===== src/hdl/ssh_pkg.sv =====
package ssh_pkg;

    localparam int WORD_W     = 32;
    localparam int BLK_WORDS  = 16;
    localparam int ROUNDS     = 64;
    localparam int DIGEST_LEN = 8;

    typedef logic [WORD_W-1:0] t_word;

    localparam t_word IV [DIGEST_LEN] = '{
        32'h6a09e667, 32'hbb67ae85, 32'h3c6ef372, 32'ha54ff53a,
        32'h510e527f, 32'h9b05688c, 32'h1f83d9ab, 32'h5be0cd19
    };

    localparam t_word ROUND_K [ROUNDS] = '{
        32'h428a2f98, 32'h71374491, 32'hb5c0fbcf, 32'he9b5dba5,
        32'h3956c25b, 32'h59f111f1, 32'h923f82a4, 32'hab1c5ed5,
        32'hd807aa98, 32'h12835b01, 32'h243185be, 32'h550c7dc3,
        32'h72be5d74, 32'h80deb1fe, 32'h9bdc06a7, 32'hc19bf174,
        32'he49b69c1, 32'hefbe4786, 32'h0fc19dc6, 32'h240ca1cc,
        32'h2de92c6f, 32'h4a7484aa, 32'h5cb0a9dc, 32'h76f988da,
        32'h983e5152, 32'ha831c66d, 32'hb00327c8, 32'hbf597fc7,
        32'hc6e00bf3, 32'hd5a79147, 32'h06ca6351, 32'h14292967,
        32'h27b70a85, 32'h2e1b2138, 32'h4d2c6dfc, 32'h53380d13,
        32'h650a7354, 32'h766a0abb, 32'h81c2c92e, 32'h92722c85,
        32'ha2bfe8a1, 32'ha81a664b, 32'hc24b8b70, 32'hc76c51a3,
        32'hd192e819, 32'hd6990624, 32'hf40e3585, 32'h106aa070,
        32'h19a4c116, 32'h1e376c08, 32'h2748774c, 32'h34b0bcb5,
        32'h391c0cb3, 32'h4ed8aa4a, 32'h5b9cca4f, 32'h682e6ff3,
        32'h748f82ee, 32'h78a5636f, 32'h84c87814, 32'h8cc70208,
        32'h90befffa, 32'ha4506ceb, 32'hbef9a3f7, 32'hc67178f2
    };

    function automatic t_word rotr(input t_word x, input int n);
        rotr = (x >> n) | (x << (WORD_W - n));
    endfunction

endpackage


===== src/hdl/ssh_ram.sv =====
module ssh_ram #(
    parameter int WIDTH = 32,
    parameter int DEPTH = 16
) (
    input  logic                     i_clk,
    input  logic                     i_we,
    input  logic [$clog2(DEPTH)-1:0] i_waddr,
    input  logic [WIDTH-1:0]         i_wdata,
    input  logic [$clog2(DEPTH)-1:0] i_raddr,
    output logic [WIDTH-1:0]         o_rdata
);

    logic [WIDTH-1:0] r_mem [DEPTH];

    always_ff @(posedge i_clk) begin
        if (i_we) begin
            r_mem[i_waddr] <= i_wdata;
        end
        o_rdata <= r_mem[i_raddr];
    end

endmodule


===== src/hdl/sha256_stream_hasher_top.sv =====
// SHA-256 over a byte stream. Bytes enter one per beat and are packed into
// big-endian words in a 16-word block memory; a beat with last_byte set
// closes the message, and eight digest word beats follow, word 0 first.
// Input is stalled while a block is compressed, padded or read out. A
// byte that does not fill a block is taken without a stall; the 64th byte
// of a block starts a load, 64 rounds at one round per cycle and one
// chaining add. Closing a message writes the padding one word per cycle up
// to the end of the block, compresses once or twice, and with double_hash
// set writes the eight digest words back and compresses one more block
// before output.
module sha256_stream_hasher_top (
    input  logic        i_clk,
    input  logic        i_rst_n,
    input  logic        i_cfg_valid,
    output logic        o_cfg_ready,
    input  logic        i_cfg_data,
    input  logic        i_valid,
    output logic        o_stall,
    input  logic [7:0]  i_data_byte,
    input  logic        i_byte_valid,
    input  logic        i_last_byte,
    output logic        o_valid,
    input  logic        i_stall,
    output logic [31:0] o_digest_word,
    output logic [2:0]  o_word_index,
    output logic        o_last_word
);

    localparam logic [2:0] S_IDLE = 3'd0;
    localparam logic [2:0] S_PAD  = 3'd1;
    localparam logic [2:0] S_LOAD = 3'd2;
    localparam logic [2:0] S_COMP = 3'd3;
    localparam logic [2:0] S_ADD  = 3'd4;
    localparam logic [2:0] S_DH   = 3'd5;
    localparam logic [2:0] S_OUT  = 3'd6;

    typedef ssh_pkg::t_word t_word;

    logic [2:0]  r_state, n_state;
    logic        r_dh_cfg;
    logic [63:0] r_bits, n_bits;
    logic [23:0] r_acc, n_acc;
    logic        r_lastp, n_lastp;
    logic        r_fin, n_fin;
    logic        r_first, n_first;
    logic        r_lenok, n_lenok;
    logic        r_second, n_second;
    logic [3:0]  r_p, n_p;
    logic [5:0]  r_round, n_round;
    logic [2:0]  r_cnt, n_cnt;
    t_word       r_h [8];
    t_word       n_h [8];
    t_word       r_v [8];
    t_word       n_v [8];
    t_word       r_w [16];
    t_word       n_w [16];

    logic        we;
    logic [3:0]  waddr, raddr;
    t_word       wdata, rdata;

    ssh_ram #(.WIDTH(ssh_pkg::WORD_W), .DEPTH(ssh_pkg::BLK_WORDS)) u_blk (
        .i_clk  (i_clk),
        .i_we   (we),
        .i_waddr(waddr),
        .i_wdata(wdata),
        .i_raddr(raddr),
        .o_rdata(rdata)
    );

    assign o_cfg_ready   = 1'b1;
    assign o_stall       = (r_state != S_IDLE);
    assign o_valid       = (r_state == S_OUT);
    assign o_digest_word = r_h[r_cnt];
    assign o_word_index  = r_cnt;
    assign o_last_word   = (r_cnt == 3'd7);

    logic  in_acc;
    t_word w_new, t1, t2, s0, s1, padword;
    logic [5:0] fill;

    assign in_acc = i_valid && !o_stall;
    assign fill   = r_bits[8:3];

    always_comb begin
        s1 = ssh_pkg::rotr(r_w[14], 17) ^ ssh_pkg::rotr(r_w[14], 19) ^ (r_w[14] >> 10);
        s0 = ssh_pkg::rotr(r_w[1], 7) ^ ssh_pkg::rotr(r_w[1], 18) ^ (r_w[1] >> 3);
        w_new = (r_round < 6'd16) ? rdata : (s1 + r_w[9] + s0 + r_w[0]);
        t1 = r_v[7] + (ssh_pkg::rotr(r_v[4], 6) ^ ssh_pkg::rotr(r_v[4], 11)
             ^ ssh_pkg::rotr(r_v[4], 25)) + ((r_v[4] & r_v[5]) ^ (~r_v[4] & r_v[6]))
             + ssh_pkg::ROUND_K[r_round] + w_new;
        t2 = (ssh_pkg::rotr(r_v[0], 2) ^ ssh_pkg::rotr(r_v[0], 13)
             ^ ssh_pkg::rotr(r_v[0], 22))
             + ((r_v[0] & r_v[1]) ^ (r_v[0] & r_v[2]) ^ (r_v[1] & r_v[2]));
        case (fill[1:0])
            2'd0:    padword = 32'h80000000;
            2'd1:    padword = {r_acc[7:0], 8'h80, 16'h0};
            2'd2:    padword = {r_acc[15:0], 8'h80, 8'h0};
            default: padword = {r_acc[23:0], 8'h80};
        endcase
    end

    always_comb begin
        n_state  = r_state;
        n_bits   = r_bits;
        n_acc    = r_acc;
        n_lastp  = r_lastp;
        n_fin    = r_fin;
        n_first  = r_first;
        n_lenok  = r_lenok;
        n_second = r_second;
        n_p      = r_p;
        n_round  = r_round;
        n_cnt    = r_cnt;
        n_h      = r_h;
        n_v      = r_v;
        n_w      = r_w;
        we       = 1'b0;
        waddr    = r_p;
        wdata    = 32'h0;
        raddr    = 4'd0;
        case (r_state)
            S_IDLE: begin
                if (in_acc) begin
                    n_lastp = i_last_byte;
                    if (i_byte_valid) begin
                        n_acc  = {r_acc[15:0], i_data_byte};
                        n_bits = r_bits + 64'd8;
                        if (fill[1:0] == 2'd3) begin
                            we    = 1'b1;
                            waddr = fill[5:2];
                            wdata = {r_acc, i_data_byte};
                        end
                    end
                    if (i_byte_valid && fill == 6'd63) begin
                        n_state = S_LOAD;
                    end else if (i_last_byte) begin
                        n_state = S_PAD;
                        n_fin   = 1'b1;
                        n_first = 1'b1;
                        n_p     = n_bits[8:5];
                        n_lenok = (n_bits[8:6] != 3'd7);
                    end
                end
            end
            S_PAD: begin
                we      = 1'b1;
                waddr   = r_p;
                n_first = 1'b0;
                if (r_first) begin
                    wdata = padword;
                end else if (r_lenok && r_p == 4'd14) begin
                    wdata = r_bits[63:32];
                end else if (r_lenok && r_p == 4'd15) begin
                    wdata = r_bits[31:0];
                end
                // The length may land in the first word written only when it is word 14 or 15.
                if (r_first && r_lenok && r_p >= 4'd14) begin
                    wdata = (r_p == 4'd14) ? r_bits[63:32] : r_bits[31:0];
                end
                n_p = r_p + 4'd1;
                if (r_p == 4'd15) begin
                    n_state = S_LOAD;
                end
            end
            S_LOAD: begin
                raddr   = 4'd0;
                n_v     = r_h;
                n_round = 6'd0;
                n_state = S_COMP;
            end
            S_COMP: begin
                raddr = r_round[3:0] + 4'd1;
                for (int i = 0; i < 15; i++) begin
                    n_w[i] = r_w[i+1];
                end
                n_w[15] = w_new;
                n_v[7] = r_v[6];
                n_v[6] = r_v[5];
                n_v[5] = r_v[4];
                n_v[4] = r_v[3] + t1;
                n_v[3] = r_v[2];
                n_v[2] = r_v[1];
                n_v[1] = r_v[0];
                n_v[0] = t1 + t2;
                n_round = r_round + 6'd1;
                if (r_round == 6'd63) begin
                    n_state = S_ADD;
                end
            end
            S_ADD: begin
                for (int i = 0; i < 8; i++) begin
                    n_h[i] = r_h[i] + r_v[i];
                end
                n_cnt = 3'd0;
                if (r_fin) begin
                    if (!r_lenok) begin
                        n_lenok = 1'b1;
                        n_first = 1'b0;
                        n_p     = 4'd0;
                        n_state = S_PAD;
                    end else if (r_dh_cfg && !r_second) begin
                        n_state = S_DH;
                    end else begin
                        n_state = S_OUT;
                    end
                end else if (r_lastp) begin
                    n_fin   = 1'b1;
                    n_first = 1'b1;
                    n_p     = 4'd0;
                    n_lenok = 1'b1;
                    n_state = S_PAD;
                end else begin
                    n_state = S_IDLE;
                end
            end
            S_DH: begin
                // The first digest becomes a fresh 32-byte message.
                we    = 1'b1;
                waddr = {1'b0, r_cnt};
                wdata = r_h[r_cnt];
                n_cnt = r_cnt + 3'd1;
                if (r_cnt == 3'd7) begin
                    n_h      = ssh_pkg::IV;
                    n_bits   = 64'd256;
                    n_acc    = 24'h0;
                    n_second = 1'b1;
                    n_first  = 1'b1;
                    n_lenok  = 1'b1;
                    n_p      = 4'd8;
                    n_state  = S_PAD;
                end
            end
            S_OUT: begin
                if (!i_stall) begin
                    n_cnt = r_cnt + 3'd1;
                    if (r_cnt == 3'd7) begin
                        n_h      = ssh_pkg::IV;
                        n_bits   = 64'd0;
                        n_fin    = 1'b0;
                        n_second = 1'b0;
                        n_lastp  = 1'b0;
                        n_state  = S_IDLE;
                    end
                end
            end
            default: n_state = S_IDLE;
        endcase
    end

    always_ff @(posedge i_clk) begin
        if (!i_rst_n) begin
            r_state  <= S_IDLE;
            r_dh_cfg <= 1'b0;
            r_bits   <= 64'd0;
            r_lastp  <= 1'b0;
            r_fin    <= 1'b0;
            r_first  <= 1'b0;
            r_lenok  <= 1'b0;
            r_second <= 1'b0;
            r_p      <= 4'd0;
            r_round  <= 6'd0;
            r_cnt    <= 3'd0;
            r_h      <= ssh_pkg::IV;
        end else begin
            if (i_cfg_valid && o_cfg_ready) begin
                r_dh_cfg <= i_cfg_data;
            end
            r_state  <= n_state;
            r_bits   <= n_bits;
            r_lastp  <= n_lastp;
            r_fin    <= n_fin;
            r_first  <= n_first;
            r_lenok  <= n_lenok;
            r_second <= n_second;
            r_p      <= n_p;
            r_round  <= n_round;
            r_cnt    <= n_cnt;
            r_h      <= n_h;
        end
    end

    always_ff @(posedge i_clk) begin
        r_acc <= n_acc;
        r_v   <= n_v;
        r_w   <= n_w;
    end

endmodule


===== config.mk =====
export PLATFORM = sky130hd
export DESIGN_NAME = sha256_stream_hasher_top
export DESIGN_NICKNAME = d
export VERILOG_FILES = /design/src/hdl/ssh_pkg.sv /design/src/hdl/ssh_ram.sv /design/src/hdl/sha256_stream_hasher_top.sv
export SDC_FILE = /design/constraint.sdc
export NUM_CORES = 2
export LEC_CHECK = 0
export ABC_AREA = 1
export BUFFER_PORTS_ARGS = -buffer_cell sky130_fd_sc_hd__buf_2
export CORE_AREA = 4 4 574 576
export DETAILED_ROUTE_END_ITERATION = 7
export DIE_AREA = 0 0 578 580
export PLACE_DENSITY = 0.53
export SLEW_MARGIN = 10
export SYNTH_ARGS = -nofsm -noshare
export SYNTH_HDL_FRONTEND = slang
export SYNTH_SLANG_ARGS = --single-unit

===== constraint.sdc =====
create_clock -name i_clk -period 13.15 [get_ports i_clk]
set_clock_uncertainty 0.15 [all_clocks]
set_input_delay 3.2875 -clock i_clk [delete_from_list [all_inputs] [get_ports i_clk]]
set_output_delay 3.2875 -clock i_clk [all_outputs]
set_load 0.05 [all_outputs]

=== Word-level counts from Yosys, hierarchy flattened ===
Memory sizes are Yosys's and may differ from the RTL's. A register that Yosys moved wholly into a read port is not among the register bits.
Cells that the tools add are included.

* Bitwise operators: 29
* Magnitude comparators: 4
* Equal/unequal tests: 27
* Muxes and demuxes: 88
* Add/sub/neg operators: 23
* Reduce and logical (&&, ||, !) cells: 32

{| class="wikitable"
|+ Operator list
! operator !! count
|-
| one-hot mux 256 bit (3 select lines) || 1
|-
| adder 32 bit || 18
|-
| two-way mux 256 bit || 2
|-
| one-hot mux 256 bit (2 select lines) || 1
|-
| two-way mux 64 bit || 7
|-
| two-way mux 32 bit || 13
|-
| XOR 32 bit || 9
|-
| one-hot mux 32 bit (3 select lines) || 2
|-
| one-hot mux 64 bit (3 select lines) || 1
|-
| bitwise AND 32 bit || 5
|-
| binary-select mux 32 bit (select 3 bit) || 1
|-
| two-way mux 24 bit || 3
|-
| adder 64 x 4 -> 64 bit (second input constant) || 1
|-
| one-hot mux 24 bit (2 select lines) || 1
|-
| two-way mux 4 bit || 11
|-
| two-way mux 3 bit || 11
|-
| inverter 32 bit || 1
|-
| bitwise OR 10 x 32 -> 32 bit || 1
|-
| bitwise OR 13 x 32 -> 32 bit || 1
|-
| bitwise OR 14 x 32 -> 32 bit || 1
|-
| bitwise OR 15 x 32 -> 32 bit || 1
|-
| bitwise OR 19 x 32 -> 32 bit || 1
|-
| bitwise OR 21 x 32 -> 32 bit || 1
|-
| bitwise OR 25 x 32 -> 32 bit || 1
|-
| other kinds (46) || 108
|}

* RAM bits: 512
* Output and inout port bits: 39
* Register bits after elaboration: 1134
* Memory bits (read-only): 2048
* Memories kept: 2

{| class="wikitable"
|+ Memories
! name !! depth !! width !! read ports !! clocked after memory_dff !! write ports !! line !! source
|-
| (name not given) || 64 || 32 || 1 || 0 || 0 || sha256_stream_hasher_top.sv:91 || <nowiki>+ ssh_pkg::ROUND_K[r_round] + w_new;</nowiki>
|-
| u_blk.r_mem || 16 || 32 || 1 || 1 || 1 || ssh_ram.sv:13 || <nowiki>logic [WIDTH-1:0] r_mem [DEPTH];</nowiki>
|}

=== Logic depth before layout (Yosys ltp) ===
* Word-level depth: 10
* Gate-level depth with buffers: 51

=== Hierarchy ===
Synthesis repeated with hierarchy kept, for this count alone.

* Cells, all modules: 11598
* Area, all modules: 99289.0 um^2

{| class="wikitable"
|+ Modules (own cells, without submodules)
! module !! sequential area each (um^2) !! area an instance (um^2) !! cells an instance !! instances
|-
| sha256_stream_hasher_top || 30569.3 || 76558.4 || 9478 || 1
|-
| ssh_ram || 16015.4 || 22730.6 || 2120 || 1
|}

=== Worst setup path before layout ===
No wires, ideal clock.

* Path type: register -> register
* From: register r_w[456] in the netlist's numbering
* To: register r_v[254] in the netlist's numbering (data pin)
* Period minus slack after synthesis: 8.627 ns
* Arrival time: 8.210 ns
* Required time: 12.733 ns
* Slack: 4.523 ns
* Library setup time: 0.267 ns
* Stages on the path, launching flop included: 46
* Path through: edfxtp_1 > xnor2_1 > xor2_1 > fa_1 > inv_1 > fa_1 > ha_1 > inv_1 > fa_1 > inv_1 > nand2_1 > nand3_1 > a41oi_1 > o21bai_1 > xor2_1 > nand2_1 > o21a_1 > inv_1 > (+10 left out) > nor3_1 > nand2_1 > nand3_1 > a21oi_1 > o21ai_1 > a31oi_1 > xor2_1 > fa_1 > inv_1 > ha_1 > a21oi_1 > o21a_1 > o21ai_0 > a221oi_1 > nand2_1 > or2_2 > nand3_1 > o21ai_0

{| class="wikitable"
|+ RTL lines
! what !! line !! source
|-
| from (decl) || sha256_stream_hasher_top.sv:55 || <nowiki>t_word r_w [16];</nowiki>
|-
| from (signal assigned) || sha256_stream_hasher_top.sv:286 || <nowiki>r_w <= n_w;</nowiki>
|-
| to (signal assigned) || sha256_stream_hasher_top.sv:285 || <nowiki>r_v <= n_v;</nowiki>
|-
| to (decl) || sha256_stream_hasher_top.sv:53 || <nowiki>t_word r_v [8];</nowiki>
|}

==> flow_summary.yaml <==
run_status:
  status: "finished, final reports clean"
critical_path:
  endpoint: "r_v[255]$_DFFE_PP_"
  end_kind: "register"
  r2r_setup_slack_ns: 1.95
  r2r_end: "r_v[255]$_DFFE_PP_"
  max_stage_delay_ns: 0.63
  cp.arrival_ns: 11.62
  timing.critical_path.from: "r_w[454]$_DFFE_PP_"
  r2r_cells: 43
  crit_fanout: 6
  critPathRequiredTime_ns: 13.57
  timing.rr.start: "r_w[454]$_DFFE_PP_"
  start_kind: "register"
  cp_common_cell: "nand2_1"
  critical_path_class: "register to register"
  cpMaxStageDelayCell: "fa_1"
yosys:
  ys.flop_type: "edfxtp_1"
  ys_ff_latch: 1675
  syn_inst: 10900
  synth_top_area_cell: "edfxtp_1"
  synth-edff-count: 1304
  synth_area_um2: 96800
  yosysWarnings: 0
  syn_nets: 11500
  synth_area_leaders: "edfxtp_1 40%, dfxtp_1 7.7%, nand2_1 7.5%, o21ai_0 6.3%, ha_1 5.4%"
  yosys.area.top_type_share: 0.404
  yosysSeqAreaShare: 0.481
  synth.distinct_cells: 74
  avgSynthCellArea_um2: 8.88
  synth-async-reset-ratio: 0
sta:
  period_minus_slack_ns: 11.20
  period_share: 0.851
  setup_ws_ns: 1.95
  slew_headroom: 0.186
  grt_setup_unrepaired: "false"
  setup_viol: 0
  worst_slew_pin_slew_ns: 1.21
  timing.fmax_ghz: 0.0893
  tns_ns: 0
  report.final.slew_viol_count: 0
  finalHoldViolCount: 0
routing:
  drt_first_pass_iters: 8
  dr_total_vias: 80800
  ant_nets: 0
  avgViaCountPerCell: 5.26
  wl_um: 394000
  drtIter0Drc: 8311
  wl_per_cell_um: 25.6
  drc: 0
layout:
  finalInstanceArea_um2: 109000
  drive_gt1_frac: 0.0558
  num-fill-cells: 33700
  stdcell_count: 15400
  layout.nets: 11500
  area_delta_synth_final_pct: 12.1
cts:
  post-cts-setup-buffers: 0
  cts_resized: 0
  tritoncts: "built"
  h-tree-depth: 4
  tritoncts_num_sinks: 1675
  path_clk_slew_ns: 0.06
  clk_latency_ns: 0.91
  cts_hold_buffers: 0
  cts_root_buf: "clkbuf_16"
  cts_buffers: 196
  clockBufferDepth: 4
global_routing:
  grt_max_degree: 207
  grt-ovfl-total: 0
  grt_pass1_vias: 76700
  antenna_found_initial: 28
  grt_pass1_wl_um: 557000
  grt_usage: 0.226
floorplanning:
  die_area_um2: 335000
  fp.coreArea_um2: 324000
  die_w_um: 578
  die_h_um: 580
  start_util: 0.299
  rows: 209
  ios: 55
place:
  hpwlAfterDp_um: 290000
  place_ws_ns: 2.21
  place_area_um2: 102000
  routabilityCongestion: 1.03
  placedCellCount: 15000
  portBuffers: 53
run:
  maxCapViolCount: 0
worst_hold_path:
  holdCritPathClass: "register to register"
## metrics by stage
step	hold slack [ns]	util
after floorplan	0.250	-
after global placement	0.250	0.316
after detailed placement	0.255	0.316
after CTS	0.232	0.335
after global routing	0.253	0.335
final	0.237	0.335
## critical path: cells and delay by family, from the launching register on
kind | cells | cell delay [ns]
XOR/XNOR | 5 | 1.60
flip-flops | 1 | 0.50
adder cells (fa/ha/maj) | 9 | 4.35
AO/OA/AOI/OAI | 3 | 0.89
AND/OR/NAND/NOR | 20 | 2.99
buffers and inverters | 6 | 0.38
## synthesized netlist by cell type, drive strengths merged, types with 11 or more instances
cell type,n
a31oi,85
o21a,31
a211oi,29
edfxtp,1304
ha,415
a21o,63
a221oi,24
nand3,514
xor2,204
nand2,1948
a221o,11
nor4,24
or2,53
buf,97
nand4,67
fa,197
o21bai,91
nor2,901
inv,1366
o221ai,143
clkbuf,324
xnor2,190
nand3b,17
o211ai,57
dfxtp,371
a21boi,26
nor3,149
o21ai,1261
o22ai,62
a21oi,801
## state kept, by name, indices dropped and copies added, names as in the netlist
| name | count |
|---|---|
| r_w | 512 |
| u_blk.r_mem | 512 |
| r_h | 256 |
| r_v | 256 |
| r_bits | 61 |
| u_blk.o_rdata | 32 |
| r_acc | 24 |
| r_round | 6 |
| r_p | 4 |
| o_word_index | 3 |
| r_state | 3 |
| r_dh_cfg | 1 |
| r_fin | 1 |
| r_first | 1 |
| r_lastp | 1 |
| r_lenok | 1 |
| r_second | 1 |
## area by class of cell
cell class                 count  area [µm²]  area share
sequential                  1675       46600       0.429
multi-input combinational   7432       43600       0.402
inverter                    1374        5190      0.0478
clock inverter               116        1220      0.0112
timing repair buffer         193        1370      0.0126
tap                         4325        5410      0.0498
clock buffer                 241        5160      0.0476
antenna                       13        32.5    0.000300
## cells by family after synthesis
family | synth area share
other | 0.0000387
flip-flops | 0.481
buffers and inverters | 0.0706
XOR/XNOR | 0.0356
AO/OA/AOI/OAI | 0.160
AND/OR/NAND/NOR | 0.158
multiplexers | 0.000207
adder cells (fa/ha/maj) | 0.0945
## worst min path at each step
stage | end | cells past startpoint | from
floorplan | r_w[100]$_DFFE_PP_ | 0 | r_w[68]$_DFFE_PP_
global placement | r_w[223]$_DFFE_PP_ | 0 | r_w[191]$_DFFE_PP_
detailed placement | r_w[100]$_DFFE_PP_ | 0 | r_w[68]$_DFFE_PP_
CTS | r_w[39]$_DFFE_PP_ | 0 | r_w[7]$_DFFE_PP_
global route | r_w[39]$_DFFE_PP_ | 0 | r_w[7]$_DFFE_PP_
finish | r_w[62]$_DFFE_PP_ | 0 | r_w[30]$_DFFE_PP_
## layout by cell type (no fill, tap or decap), types with 35 or more instances in the layout
| cell type | instances |
|---|---|
| clkinv_2 | 35 |
| nor3_1 | 143 |
| nand4_1 | 66 |
| o22ai_1 | 62 |
| nand3_1 | 511 |
| o21bai_1 | 91 |
| o211ai_1 | 57 |
| o21ai_0 | 1217 |
| buf_2 | 52 |
| ha_1 | 415 |
| clkbuf_1 | 36 |
| edfxtp_1 | 1304 |
| o221ai_1 | 142 |
| inv_1 | 1343 |
| xor2_1 | 204 |
| a31oi_1 | 82 |
| dfxtp_1 | 367 |
| o21ai_1 | 43 |
| nor2_1 | 869 |
| fa_1 | 197 |
| buf_4 | 136 |
| a21o_1 | 63 |
| or2_2 | 53 |
| clkinv_1 | 45 |
| clkbuf_16 | 196 |
| nand2_1 | 1943 |
| xnor2_1 | 190 |
| a21oi_1 | 800 |
## routing by layer
layer  GRT usage  routed length [µm]
met1       0.303              166000
met2       0.358              178000
met3      0.0301               27300
met4       0.115               23000
met5           0                  39
Power is left out: the tool's default activity adds up to more than one toggle a clock period on the data nets, which glitch-free logic cannot reach.
